### config.mk
export PLATFORM = sky130hd
export DESIGN_NAME = lbsl_ctrl
export DESIGN_NICKNAME = d
export VERILOG_FILES = /design/src/hw/rtl/lbsl_pkg.sv /design/src/hw/rtl/lbsl_ctrl.sv
export SDC_FILE = /design/constraint.sdc
export NUM_CORES = 1
export LEC_CHECK = 0
export BUFFER_PORTS_ARGS = -buffer_cell sky130_fd_sc_hd__buf_2
export CAP_MARGIN = 20
export CORE_AREA = 3 3 73 75
export CTS_CLUSTER_DIAMETER = 150
export CTS_CLUSTER_SIZE = 40
export DETAILED_ROUTE_END_ITERATION = 8
export DIE_AREA = 0 0 76 78
export PLACE_DENSITY = 0.57
export SYNTH_ARGS = -nofsm -noshare
export SYNTH_HDL_FRONTEND = slang
export SYNTH_SLANG_ARGS = --single-unit
### constraint.sdc
create_clock -name clk -period 3.2 [get_ports clk]
set_clock_uncertainty 0.15 [all_clocks]
set_input_delay 0.64 -clock clk [delete_from_list [all_inputs] [get_ports clk]]
set_output_delay 0.64 -clock clk [all_outputs]
set_load 0.02 [all_outputs]
### src/hw/rtl/lbsl_pkg.sv
// ----------------------------------------------------------------------------
// lbsl_pkg
// Types and constants shared by the bitonic subsequence length unit.
// ----------------------------------------------------------------------------
`timescale 1ns / 1ps
`default_nettype none

package lbsl_pkg;

  localparam int MAX_ELEMENTS_DEF = 128;
  localparam int VALUE_W          = 31;
  localparam int RESULT_W         = 8;

  // one input transfer
  typedef struct packed {
    logic [VALUE_W-1:0] value;
    logic               last;
  } in_t;

  // one result transfer
  typedef struct packed {
    logic [RESULT_W-1:0] bitonic_length;
    logic                overflow;
  } out_t;

  // per-cycle commands broadcast from the controller to every cell
  typedef struct packed {
    logic shift;
    logic flush;
    logic rise_start;
    logic fall_start;
    logic max_start;
    logic rise_run;
    logic fall_run;
    logic max_run;
  } ctl_t;

endpackage

`default_nettype wire

### src/hw/rtl/lbsl_ctrl.sv
// ----------------------------------------------------------------------------
// lbsl_ctrl
// Sequencer for load and the three chain passes, element count, drop flag
// and the result register.
// ----------------------------------------------------------------------------
`timescale 1ns / 1ps
`default_nettype none

module lbsl_ctrl #(
  parameter int MAX_ELEMENTS = lbsl_pkg::MAX_ELEMENTS_DEF,
  parameter int LW           = $clog2(MAX_ELEMENTS + 1)
) (
  input  wire                 clk,
  input  wire                 rst_n,
  input  wire                 in_valid,
  input  wire                 in_last,
  output logic                in_stall,
  output logic                out_valid,
  input  wire                 out_stall,
  output lbsl_pkg::out_t      out_data,
  output lbsl_pkg::ctl_t      ctl,
  input  wire [LW-1:0]        best
);

  localparam int CW = $clog2(MAX_ELEMENTS + 1);

  typedef enum logic [3:0] {
    S_LOAD = 4'b0001,
    S_RISE = 4'b0010,
    S_FALL = 4'b0100,
    S_MAXP = 4'b1000
  } state_t;

  state_t         state_r, state_nxt;
  logic [CW:0]    cnt_r, cnt_nxt;
  logic [CW-1:0]  count_r, count_nxt;
  logic           dropped_r, dropped_nxt;
  logic           out_valid_r;
  lbsl_pkg::out_t out_data_r;

  logic [CW:0]    pass_end;
  logic [CW:0]    max_end;
  logic           out_free;
  logic           capture;
  logic [LW+7:0]  best_ext;
  logic [7:0]     len_sat;

  always_comb begin
    pass_end = {count_r, 1'b0} - (CW + 1)'(1);
    max_end  = {1'b0, count_r};
    out_free = ~out_valid_r | ~out_stall;
    best_ext = {8'd0, best};
    len_sat  = (best_ext > (LW + 8)'(255)) ? 8'hFF : best_ext[7:0];
  end

  // sequence the passes
  always_comb begin
    state_nxt   = state_r;
    cnt_nxt     = cnt_r;
    count_nxt   = count_r;
    dropped_nxt = dropped_r;
    ctl         = '0;
    capture     = 1'b0;
    in_stall    = 1'b1;
    unique case (state_r)
      S_LOAD: begin
        in_stall = 1'b0;
        if (in_valid) begin
          if (count_r < CW'(MAX_ELEMENTS)) begin
            ctl.shift = 1'b1;
            count_nxt = count_r + CW'(1);
          end else begin
            dropped_nxt = 1'b1;
          end
          if (in_last) begin
            ctl.rise_start = 1'b1;
            cnt_nxt        = '0;
            state_nxt      = S_RISE;
          end
        end
      end
      S_RISE: begin
        if (cnt_r == pass_end) begin
          ctl.fall_start = 1'b1;
          cnt_nxt        = '0;
          state_nxt      = S_FALL;
        end else begin
          ctl.rise_run = 1'b1;
          cnt_nxt      = cnt_r + (CW + 1)'(1);
        end
      end
      S_FALL: begin
        if (cnt_r == pass_end) begin
          ctl.max_start = 1'b1;
          cnt_nxt       = '0;
          state_nxt     = S_MAXP;
        end else begin
          ctl.fall_run = 1'b1;
          cnt_nxt      = cnt_r + (CW + 1)'(1);
        end
      end
      S_MAXP: begin
        if (cnt_r == max_end) begin
          // hold here until the result register is free
          if (out_free) begin
            capture     = 1'b1;
            ctl.flush   = 1'b1;
            count_nxt   = '0;
            dropped_nxt = 1'b0;
            state_nxt   = S_LOAD;
          end
        end else begin
          ctl.max_run = 1'b1;
          cnt_nxt     = cnt_r + (CW + 1)'(1);
        end
      end
      default: begin
        state_nxt = S_LOAD;
      end
    endcase
  end

  // control registers
  always_ff @(posedge clk) begin
    if (!rst_n) begin
      state_r     <= S_LOAD;
      cnt_r       <= '0;
      count_r     <= '0;
      dropped_r   <= 1'b0;
      out_valid_r <= 1'b0;
    end else begin
      state_r   <= state_nxt;
      cnt_r     <= cnt_nxt;
      count_r   <= count_nxt;
      dropped_r <= dropped_nxt;
      if (capture) begin
        out_valid_r <= 1'b1;
      end else if (!out_stall) begin
        out_valid_r <= 1'b0;
      end
    end
  end

  // result payload
  always_ff @(posedge clk) begin
    if (capture) begin
      out_data_r.bitonic_length <= len_sat;
      out_data_r.overflow       <= dropped_r;
    end
  end

  assign out_valid = out_valid_r;
  assign out_data  = out_data_r;

endmodule

`default_nettype wire

==> summary.md <==
| Metric | Value |
|---|---|
| Status | `finished, final reports clean` |
| Worst slew margin | `roughly 60%` |
| Area Growth Syn to Fin | `17.5%` |
| Crit path time final | `just over 3 ns` |
| GP Congestion | `between 0.8 and 0.9` |
| Hold_ws | `around 0.30 ns` |
| Post-synth EDFFs | `9` |
| Htree depth | `2` |
| Io pins | `32` |
| Die Y-Extent | `approximately 78 µm` |
| Largest net degree at the start of global routing | `14` |
| Fillers | `~480` |
| Vias | `~1500` |
| CP startpoint kind | `flop` |
| Vias per cell | `between 5 and 6` |
| Final Hold Fails | `0` |
| Placed Cells | `a little under 300` |
| Synth Net Count | `around 220` |
| Post-route ant nets | `0` |
| Hold Path Class | `flop to flop` |
| DRT iter0 DRCs | `between 70 and 80` |
| Clk pin slew, worst setup/hold paths | `around 0.070 ns` |
| Actual slew at the worst max-slew pin | `0.596 ns` |
| Synth Register Bits | `32` |
| Crit end category | `output port` |
| Maxcap violations | `0` |
| Max IR drop VDD | `~0.32 mV` |
| Setup Fix Bufs, Post-CTS | `0` |
| RSZ-0062 raised after global routing | `false` |
| Main flop type after synthesis | `dfxtp_1` |
| Port Buffers | `31` |
| Gr ovfl total | `0` |
| Die Wd | `76 µm` |
| Max-slew violations | `0` |
| Lkg Pwr | `0.888 nW` |
| First-pass GRT wire length | `between 6000 and 7000 µm` |
| P per Cell Area | `between 400 and 500 nW/µm²` |
| WP data arrival | `2.23 ns` |
| DRC Markers | `0` |
| CTS tree | `yes` |
| Fin Setup TNS | `0 ns` |
| Yosys cell types | `56` |
| Top post-synthesis cells by area | `dfxtp_1 (25%), edfxtp_1 (15%), xor2_1 (8.0%), xnor2_1 (4.7%), nor2_1 (4.4%)` |
| Initial core utilization | `between 30% and 40%` |
| Initial antenna violation count | `0` |
| Cell type with the highest aggregate area in the netlist | `dfxtp_1` |
| Antenna cell count | `0` |
| Synth top area share | `24.7%` |
| Clock tree sinks | `32` |
| Nets | `247` |
| Final setup vio count | `0` |
| Row count | `25` |
| CP Class | `flop to output port` |
| Hpwl dp | `approximately 2900 µm` |
| Most frequent cell after synthesis | `dfxtp_1` |
| Non-filler cells, final | `between 200 and 300` |
| Mean Syn Cell Area | `a little over 9 µm²` |
| FFs w/ async S/R, synth | `0%` |
| Core Area | `roughly 4700 µm²` |
| Req. time, crit path | `2.41 ns` |
| TritonRoute pass-1 iters | `4` |
| Post-Syn Instances | `202` |
| Setup slack on the worst flop-to-flop path | `between 0.7 and 0.8 ns` |
| Most frequent cells after synthesis | `dfxtp_1 (23), nor2_1 (22), xor2_1 (17)` |
| Clock buffer depth | `2` |
| Cell area after synthesis | `about 1900 µm²` |
| Vias in the first global route | `around 1400` |
| Die area | `just under 6000 µm²` |
| Fin crit share | `between 90% and 100%` |
| Layout cell share with drive strength beyond 1 | `~26%` |
| Sequential share of the synthesized area | `39.2%` |
| Synthesis Warnings | `0` |
| Clock Latency Late Sink | `approximately 0.29 ns` |
| Critical Path Fanout Max | `7` |
| CTS Buf Count | `5` |
| Max Fclk | `~0.33 GHz` |
| Design Power | `0.914 mW` |
| DR WL/cell | `13.3 µm` |
| CTS root buf | `clkbuf_8` |
| GRT Total Usage | `about 14%` |
| Routed WL | `3960 µm` |
sequential cells by signal (all words and copies together) (netlist names):
name and count:
cnt_r 9, out_data 9, count_r 8, state_r 4
dropped_r 1, out_valid 1
worst paths after layout:
kind | from | to | cells after the start
min reg2reg | dropped_r$_SDFFE_PN0P_ | out_data[0]$_DFFE_PP_ | 0
max | count_r[1]$_SDFFE_PN0P_ | ctl[1] | 9
max reg2reg | count_r[1]$_SDFFE_PN0P_ | cnt_r[2]$_SDFFE_PN0P_ | 9
min | dropped_r$_SDFFE_PN0P_ | out_data[0]$_DFFE_PP_ | 0
layout make-up:
type | count | area [µm²] | share of cell area (%)
repair buffers | 37 | 200 | 9.14
clock buffers | 5 | 68.8 | 3.14
clock inverters | 3 | 42.5 | 1.94
inverters | 5 | 18.8 | 0.857
well taps | 67 | 83.8 | 3.83
multi-input cells | 150 | 1040 | 47.6
flip-flops and latches | 32 | 733 | 33.5
report_power, final:
group	internal (mW)	leakage (nW)	switching, mW
logic	0.0404	0.563	0.0549
clock network	0.230	0.0541	0.158
registers	0.421	0.270	0.00941
worst max-delay path, stage by stage (launching register included):
cell and delay [ns]:
dfxtp_2 0.39, inv_1 0.07, ha_1 0.23, nand2b_1 0.17
o211a_1 0.15, o31ai_2 0.25, o2111ai_2 0.17, buf_4 0.20
and3b_1 0.15, buf_2 0.15
repair_timing:
item	CTS	global route
resized for setup	1	3
pin swaps	0	1
endpoints found under the setup margin	1	4
hold buffers	0	0
through the flow:
| stage | setup slack, ns | util, % | instance area (µm²) |
|---|---|---|---|
| finish | 0.180 | 46.4 | 2190 |
| floorplan | 0.0960 | - | 1860 |
| global route | 0.0346 | 46.4 | 2190 |
| global placement | 0.380 | 43.7 | 2060 |
| CTS | 0.0253 | 46.2 | 2180 |
| detailed placement | 0.300 | 43.7 | 2060 |
cells by family after synthesis:
family,share of synthesized area [%]
and+or+nand+nor,24.4
AOI/OAI and AO/OA,15.6
DFF,39.2
xor gates and xnor gates,12.7
buffers and inverters,5.44
adders and majority gates,2.01
muxes,0.604
placed cells by master (no fill, tap or decap), drive strengths merged, types with 2 or more instances in the layout:
cell type and count:
or4b 2, xnor2 10, nand3 8, nor3 3
and4 2, edfxtp 9, o2111ai 2, nor2b 4
nand4 3, nand2 11, inv 5, nor4 2
and2 3, nand2b 4, dfxtp 23, a21oi 10
nor4b 2, o31ai 3, ha 3, clkbuf 5
buf 37, and3 3, nor2 23, a31oi 2
a21boi 3, xor2 17, o211ai 2, o21ai 10
metal layers:
metal  GRT usage (%)  up-vias  share of wire [%]
li1                -      768                  -
met1            18.8      708                 48
met2            22.3       38                 46
met3            3.71        7                4.3
met4            4.35        0                1.1
met5               0        -                  0
No activity file was read; power rests on OpenSTA's default activity.
