--- src/hw/rtl/lbsl_pkg.sv ---
// ----------------------------------------------------------------------------
// lbsl_pkg
// Types and constants shared by the bitonic subsequence length unit.
// ----------------------------------------------------------------------------
`timescale 1ns / 1ps
`default_nettype none

package lbsl_pkg;

  localparam int MAX_ELEMENTS_DEF = 128;
  localparam int VALUE_W          = 31;
  localparam int RESULT_W         = 8;

  // one input transfer
  typedef struct packed {
    logic [VALUE_W-1:0] value;
    logic               last;
  } in_t;

  // one result transfer
  typedef struct packed {
    logic [RESULT_W-1:0] bitonic_length;
    logic                overflow;
  } out_t;

  // per-cycle commands broadcast from the controller to every cell
  typedef struct packed {
    logic shift;
    logic flush;
    logic rise_start;
    logic fall_start;
    logic max_start;
    logic rise_run;
    logic fall_run;
    logic max_run;
  } ctl_t;

endpackage

`default_nettype wire

--- src/hw/rtl/lbsl_cell.sv ---
// ----------------------------------------------------------------------------
// lbsl_cell
// One element of the chain: holds a value and its two run lengths, relays
// length tokens between neighbours and folds the running maximum.
// ----------------------------------------------------------------------------
`timescale 1ns / 1ps
`default_nettype none

module lbsl_cell #(
  parameter int LW = 8
) (
  input  wire                          clk,
  input  wire                          rst_n,
  input  wire lbsl_pkg::ctl_t          ctl,
  input  wire                          is_head,
  input  wire                          lft_valid,
  input  wire [lbsl_pkg::VALUE_W-1:0]  lft_value,
  input  wire                          rgt_valid,
  input  wire                          ltok_vld,
  input  wire [lbsl_pkg::VALUE_W-1:0]  ltok_val,
  input  wire [LW-1:0]                 ltok_len,
  input  wire                          rtok_vld,
  input  wire [lbsl_pkg::VALUE_W-1:0]  rtok_val,
  input  wire [LW-1:0]                 rtok_len,
  input  wire [LW-1:0]                 rgt_best,
  output logic                         valid_r,
  output logic [lbsl_pkg::VALUE_W-1:0] value_r,
  output logic                         tok_vld_r,
  output logic [lbsl_pkg::VALUE_W-1:0] tok_val_r,
  output logic [LW-1:0]                tok_len_r,
  output logic [LW-1:0]                best_r
);

  logic [LW-1:0]                rise_r;
  logic [LW-1:0]                fall_r;
  logic                         seen_r;
  logic                         sent_r;

  logic                         run;
  logic                         any_start;
  logic                         in_vld;
  logic [lbsl_pkg::VALUE_W-1:0] in_val;
  logic [LW-1:0]                in_len;
  logic [LW-1:0]                len_cur;
  logic                         src;
  logic                         hit;
  logic                         emit;
  logic [LW:0]                  sum;
  logic [LW-1:0]                own;
  logic [LW-1:0]                best_nxt;

  // pick the token stream for the active pass
  always_comb begin
    run       = ctl.rise_run | ctl.fall_run;
    any_start = ctl.rise_start | ctl.fall_start | ctl.max_start;
    in_vld    = ctl.rise_run ? rtok_vld : ltok_vld;
    in_val    = ctl.rise_run ? rtok_val : ltok_val;
    in_len    = ctl.rise_run ? rtok_len : ltok_len;
    len_cur   = ctl.rise_run ? rise_r : fall_r;
    // rising pass starts at the oldest element, falling pass at the newest
    src       = ctl.rise_run ? (valid_r & ~rgt_valid) : is_head;
    hit       = valid_r & in_vld & (in_val < value_r) & (in_len >= len_cur);
    // inject own length into the first gap after the predecessors passed
    emit      = run & ~in_vld & valid_r & ~sent_r & (seen_r | src);
    sum       = {1'b0, rise_r} + {1'b0, fall_r} - (LW + 1)'(1);
    own       = valid_r ? sum[LW-1:0] : '0;
    best_nxt  = (own > rgt_best) ? own : rgt_best;
  end

  // control flags
  always_ff @(posedge clk) begin
    if (!rst_n) begin
      valid_r   <= 1'b0;
      tok_vld_r <= 1'b0;
      seen_r    <= 1'b0;
      sent_r    <= 1'b0;
    end else begin
      if (ctl.flush) begin
        valid_r <= 1'b0;
      end else if (ctl.shift) begin
        valid_r <= lft_valid;
      end
      if (any_start) begin
        tok_vld_r <= 1'b0;
        seen_r    <= 1'b0;
        sent_r    <= 1'b0;
      end else if (run) begin
        tok_vld_r <= in_vld | emit;
        if (in_vld) begin
          seen_r <= 1'b1;
        end
        if (emit) begin
          sent_r <= 1'b1;
        end
      end
    end
  end

  // payload: element, lengths, token and running maximum
  always_ff @(posedge clk) begin
    if (ctl.shift) begin
      value_r <= lft_value;
    end
    if (run) begin
      tok_val_r <= in_vld ? in_val : value_r;
      tok_len_r <= in_vld ? in_len : len_cur;
    end
    if (ctl.rise_start) begin
      rise_r <= LW'(1);
    end else if (ctl.rise_run && hit) begin
      rise_r <= in_len + LW'(1);
    end
    if (ctl.fall_start) begin
      fall_r <= LW'(1);
    end else if (ctl.fall_run && hit) begin
      fall_r <= in_len + LW'(1);
    end
    if (ctl.max_start) begin
      best_r <= '0;
    end else if (ctl.max_run) begin
      best_r <= best_nxt;
    end
  end

endmodule

`default_nettype wire

--- config.mk ---
export PLATFORM = sky130hd
export DESIGN_NAME = lbsl_cell
export DESIGN_NICKNAME = d
export VERILOG_FILES = /design/src/hw/rtl/lbsl_pkg.sv /design/src/hw/rtl/lbsl_cell.sv
export SDC_FILE = /design/constraint.sdc
export NUM_CORES = 1
export LEC_CHECK = 0
export BUFFER_PORTS_ARGS = -buffer_cell sky130_fd_sc_hd__buf_2
export CORE_MARGIN = 3
export CORE_UTILIZATION = 40
export DETAILED_ROUTE_END_ITERATION = 6
export GPL_TIMING_DRIVEN = 1
export PLACE_DENSITY = 0.75
export SLEW_MARGIN = 25
export SYNTH_ARGS = -nofsm -noshare
export SYNTH_HDL_FRONTEND = slang
export SYNTH_SLANG_ARGS = --single-unit
--- constraint.sdc ---
create_clock -name clk -period 3.9 [get_ports clk]
set_input_delay 0.39 -clock clk [delete_from_list [all_inputs] [get_ports clk]]
set_output_delay 0.39 -clock clk [all_outputs]
set_load 0.01 [all_outputs]
==> results.ini <==
[pwr]
p_int_mw = 1.89
net-switching-power_mw = 0.752
p_clk_frac = 0.327
seqPwrFrac = 0.468
powerDensity_mw_per_mm2 = 350
p_leak_nw = 3.46
combinationalPowerShare = 0.205
p_sw_frac = 0.284
ir_drop_mv = 0.207

[die]
io_pins = 212
num_rows = 44
die_area_mm2 = 0.0164
die_y_um = 128
coreArea_mm2 = 0.0146
dieWidth_um = 128
start_util = 0.409

[critical_path]
path_cells = inv_1 > ha_1 > inv_1 > ha_1 > fa_1 > a21o_1 > a21oi_1 > o21ai_0 > xnor2_1 > and2_1 > ha_1 > nand4_1 > nor2_1 > nor2_1 > o21a_1 > o21ai_0 > a311oi_1
crit_type = flip-flop to flip-flop
rrSetupSlack_ns = 0.28
cpPeakStageDelay_ns = 0.42
path_buf_inv = 2
r2r_end = best_r[6]
cpMostUsedCell = ha_1
required_ns = 4.14
cp-start-kind = flip-flop
rr_worst_depth = 17
crit_family = compound AO/OA/AOI/OAI gates
cp_num_cells = 17
cp_slowest_cell = fa_1
cp-endpoint = best_r[6]
crit_path_end_kind = flip-flop
startpoint = rise_r[1]
critPathArrivalTime_ns = 3.86
critPathMaxFanout = 7
r2r_start = rise_r[1]

[sta]
min_period_ns = 3.62
tns_ns = 0
slew_violations = 0
skew_ns = 0.0102
setup_violations = 0
whs_ns = 0.213
tightest_slew_ns = 0.805
relSlewSlack = 0.463
post-route-period-util = 0.929
fmax_mhz = 276
hold_viol = 0
rsz0062_at_grt = no

[layout]
fin_area_mm2 = 0.00756
seq_area_mm2 = 0.00266
syn2layout_area_growth_pct = 26.7
fill_cells = 1314
nets = 987
drive_above_1_share = 0.350
multi_input_area_mm2 = 0.00295

[grt]
grt_pass1_vias = 4998
met2_usage = 0.330
grt-ovfl-total = 0
grt_use_total = 0.187
use_met3 = 0.0317
antenna_found_initial = 2
grt_busiest_layer = met2
grt_max_degree = 58
grt_pass1_wl_um = 24400
grt.met1_usage = 0.233

[placed_design]
placed_area_mm2 = 0.00727
port_buffers = 211
gp_congestion = 0.885
dp_hpwl_um = 12600

[synth]
synth.avg_cell_area_um2 = 10.2
synth-xor-area-share = 0.0147
ys_seq_elements = 98
synth.most_common_cell = inv_1
synth_top_family_by_area = compound AO/OA/AOI/OAI gates
synth.largest_area_cell = edfxtp_1
syn-num-nets = 777
synth_top_cell_area_share = 0.352
muxShareOfSynthArea = 0.0912
ys.warnings.count = 0
postSynthCellCount = 584
synthSimpleGateAreaFrac = 0.115
synth-main-ff-cell = edfxtp_1
synth-edff-count = 70
async_reset_ff_frac = 0
synthAdderAreaFrac = 0.129
synth.distinct_cells = 53
synthTopCellsByCount = 73 x inv_1, 70 x edfxtp_1, 62 x a21oi_1, 60 x ha_1, 57 x nor2_1
synth-seq-area-share = 0.446
synth_compound_area_frac = 0.142
netlist_top_cells_area = edfxtp_1 35%, ha_1 13%, dfxtp_1 9.4%, mux2_2 6.6%, a21oi_1 5.2%
syn_area_mm2 = 0.00597

[cts]
cts_root_buf = clkbuf_16
postCtsResizedCells = 0
holdBufCountCts = 0
cts_buffers = 9
cts.sinks = 98
cts.clk_slew.worst_paths_ns = 0.08
htree_levels = 3
postCtsSetupBuffers = 0
cts_tree = yes
insertion_delay_ns = 0.34
clock_path_buffers = 2

[routing]
drtPass1Iterations = 7
drt-total-wl_um = 15800
first_iter_violations = 243
wl_per_cell_um = 16.0
ant_nets = 0
vias = 5123
viasPerCell = 5.21
route.detailed.drc = 0

[hold_path]
min_path_cells = 1
min_path_type = input pin to flip-flop

[run_status]
status = completed

[job]
max_cap_viol_count = 0

[worst register-to-register path, stage by stage, from the launching register on]
cell and delay [ns]:
dfxtp_1 0.35, inv_1 0.05, ha_1 0.26, inv_1 0.04, ha_1 0.21, fa_1 0.42, a21o_1 0.18, a21oi_1 0.20
o21ai_0 0.15, xnor2_1 0.16, and2_1 0.17, ha_1 0.28, nand4_1 0.12, nor2_1 0.08, nor2_1 0.15, o21a_1 0.26
o21ai_0 0.14, a311oi_1 0.31
[registers in the layout, indices dropped and copies added, names as in the netlist]
register   count
best_r         8
seen_r         1
tok_vld_r      1
sent_r         1
fall_r         8
valid_r        1
tok_val_r     31
rise_r         8
tok_len_r      8
value_r       31
[worst min-delay path by stage]
stage / from / to / slack [ns]
3_3_place_gp: sent_r / sent_r / 0.43
3_5_place_dp: sent_r / sent_r / 0.44
5_1_grt: lft_value[25] / value_r[25] / 0.20
4_1_cts: lft_value[21] / value_r[21] / 0.21
2_1_floorplan: sent_r / sent_r / 0.42
6_report: lft_value[21] / value_r[21] / 0.21
[cell families (layout without fill, tap and decap cells)]
logic type / count (synthesis) / after routing
fa+ha+maj: 61 / 61
flops: 98 / 98
other cells: 0 / 1
mux: 50 / 50
simple gates: 136 / 136
xor+xnor: 10 / 10
compound gates: 133 / 133
buf+inv: 96 / 311
[layer usage]
metal,up-vias,share of wire
met5,-,0.00051
met3,20,0.058
met4,2,0.016
met1,2384,0.41
met2,161,0.51
li1,2556,-
[power by group through the flow]
stage	Sequential [mW]	Combinational, mW	Clock, mW
2_1_floorplan	1.30	0.263	0
3_3_place_gp	1.26	0.531	0
3_5_place_dp	1.26	0.541	0
4_1_cts	1.24	0.545	0.879
5_1_grt	1.25	0.602	0.920
6_report	1.24	0.543	0.864
[cell type report]
| cell class | count | share of cell area |
|---|---|---|
| multi-input combinational | 390 | 0.391 |
| sequential | 98 | 0.352 |
| timing repair buffer | 222 | 0.152 |
| inverter | 73 | 0.0362 |
| tap | 184 | 0.0304 |
| clock buffer | 10 | 0.0303 |
| clock inverter | 6 | 0.00778 |
| antenna | 1 | 0.000331 |
[cell usage in the layout, fill, tap and decap left out, drive strengths merged, types with 4 or more instances in the layout]
cell type and count:
o21ai 19, a21o 8, nand2b 4, dfxtp 28, nand2 12, nand3 17
buf 222, edfxtp 70, and4 4, xnor2 8, or4 8, nand4 8
nor2 57, inv 76, ha 60, clkbuf 10, mux2 35, a21oi 62
nor3 6, mux2i 15, o21a 5, a311oi 9, and2 7, o31ai 10
[through the flow]
step | cells | total power [mW] | utilization | setup slack, ns
after floorplan | 584 | 1.56 | - | 0.509
after global placement | 967 | 1.79 | 0.498 | 0.279
after detailed placement | 967 | 1.80 | 0.498 | 0.214
after CTS | 983 | 2.66 | 0.518 | 0.172
after global routing | 984 | 2.77 | 0.518 | 0.0130
final | 984 | 2.65 | 0.518 | 0.277
No activity file was read; power rests on OpenSTA's default activity.
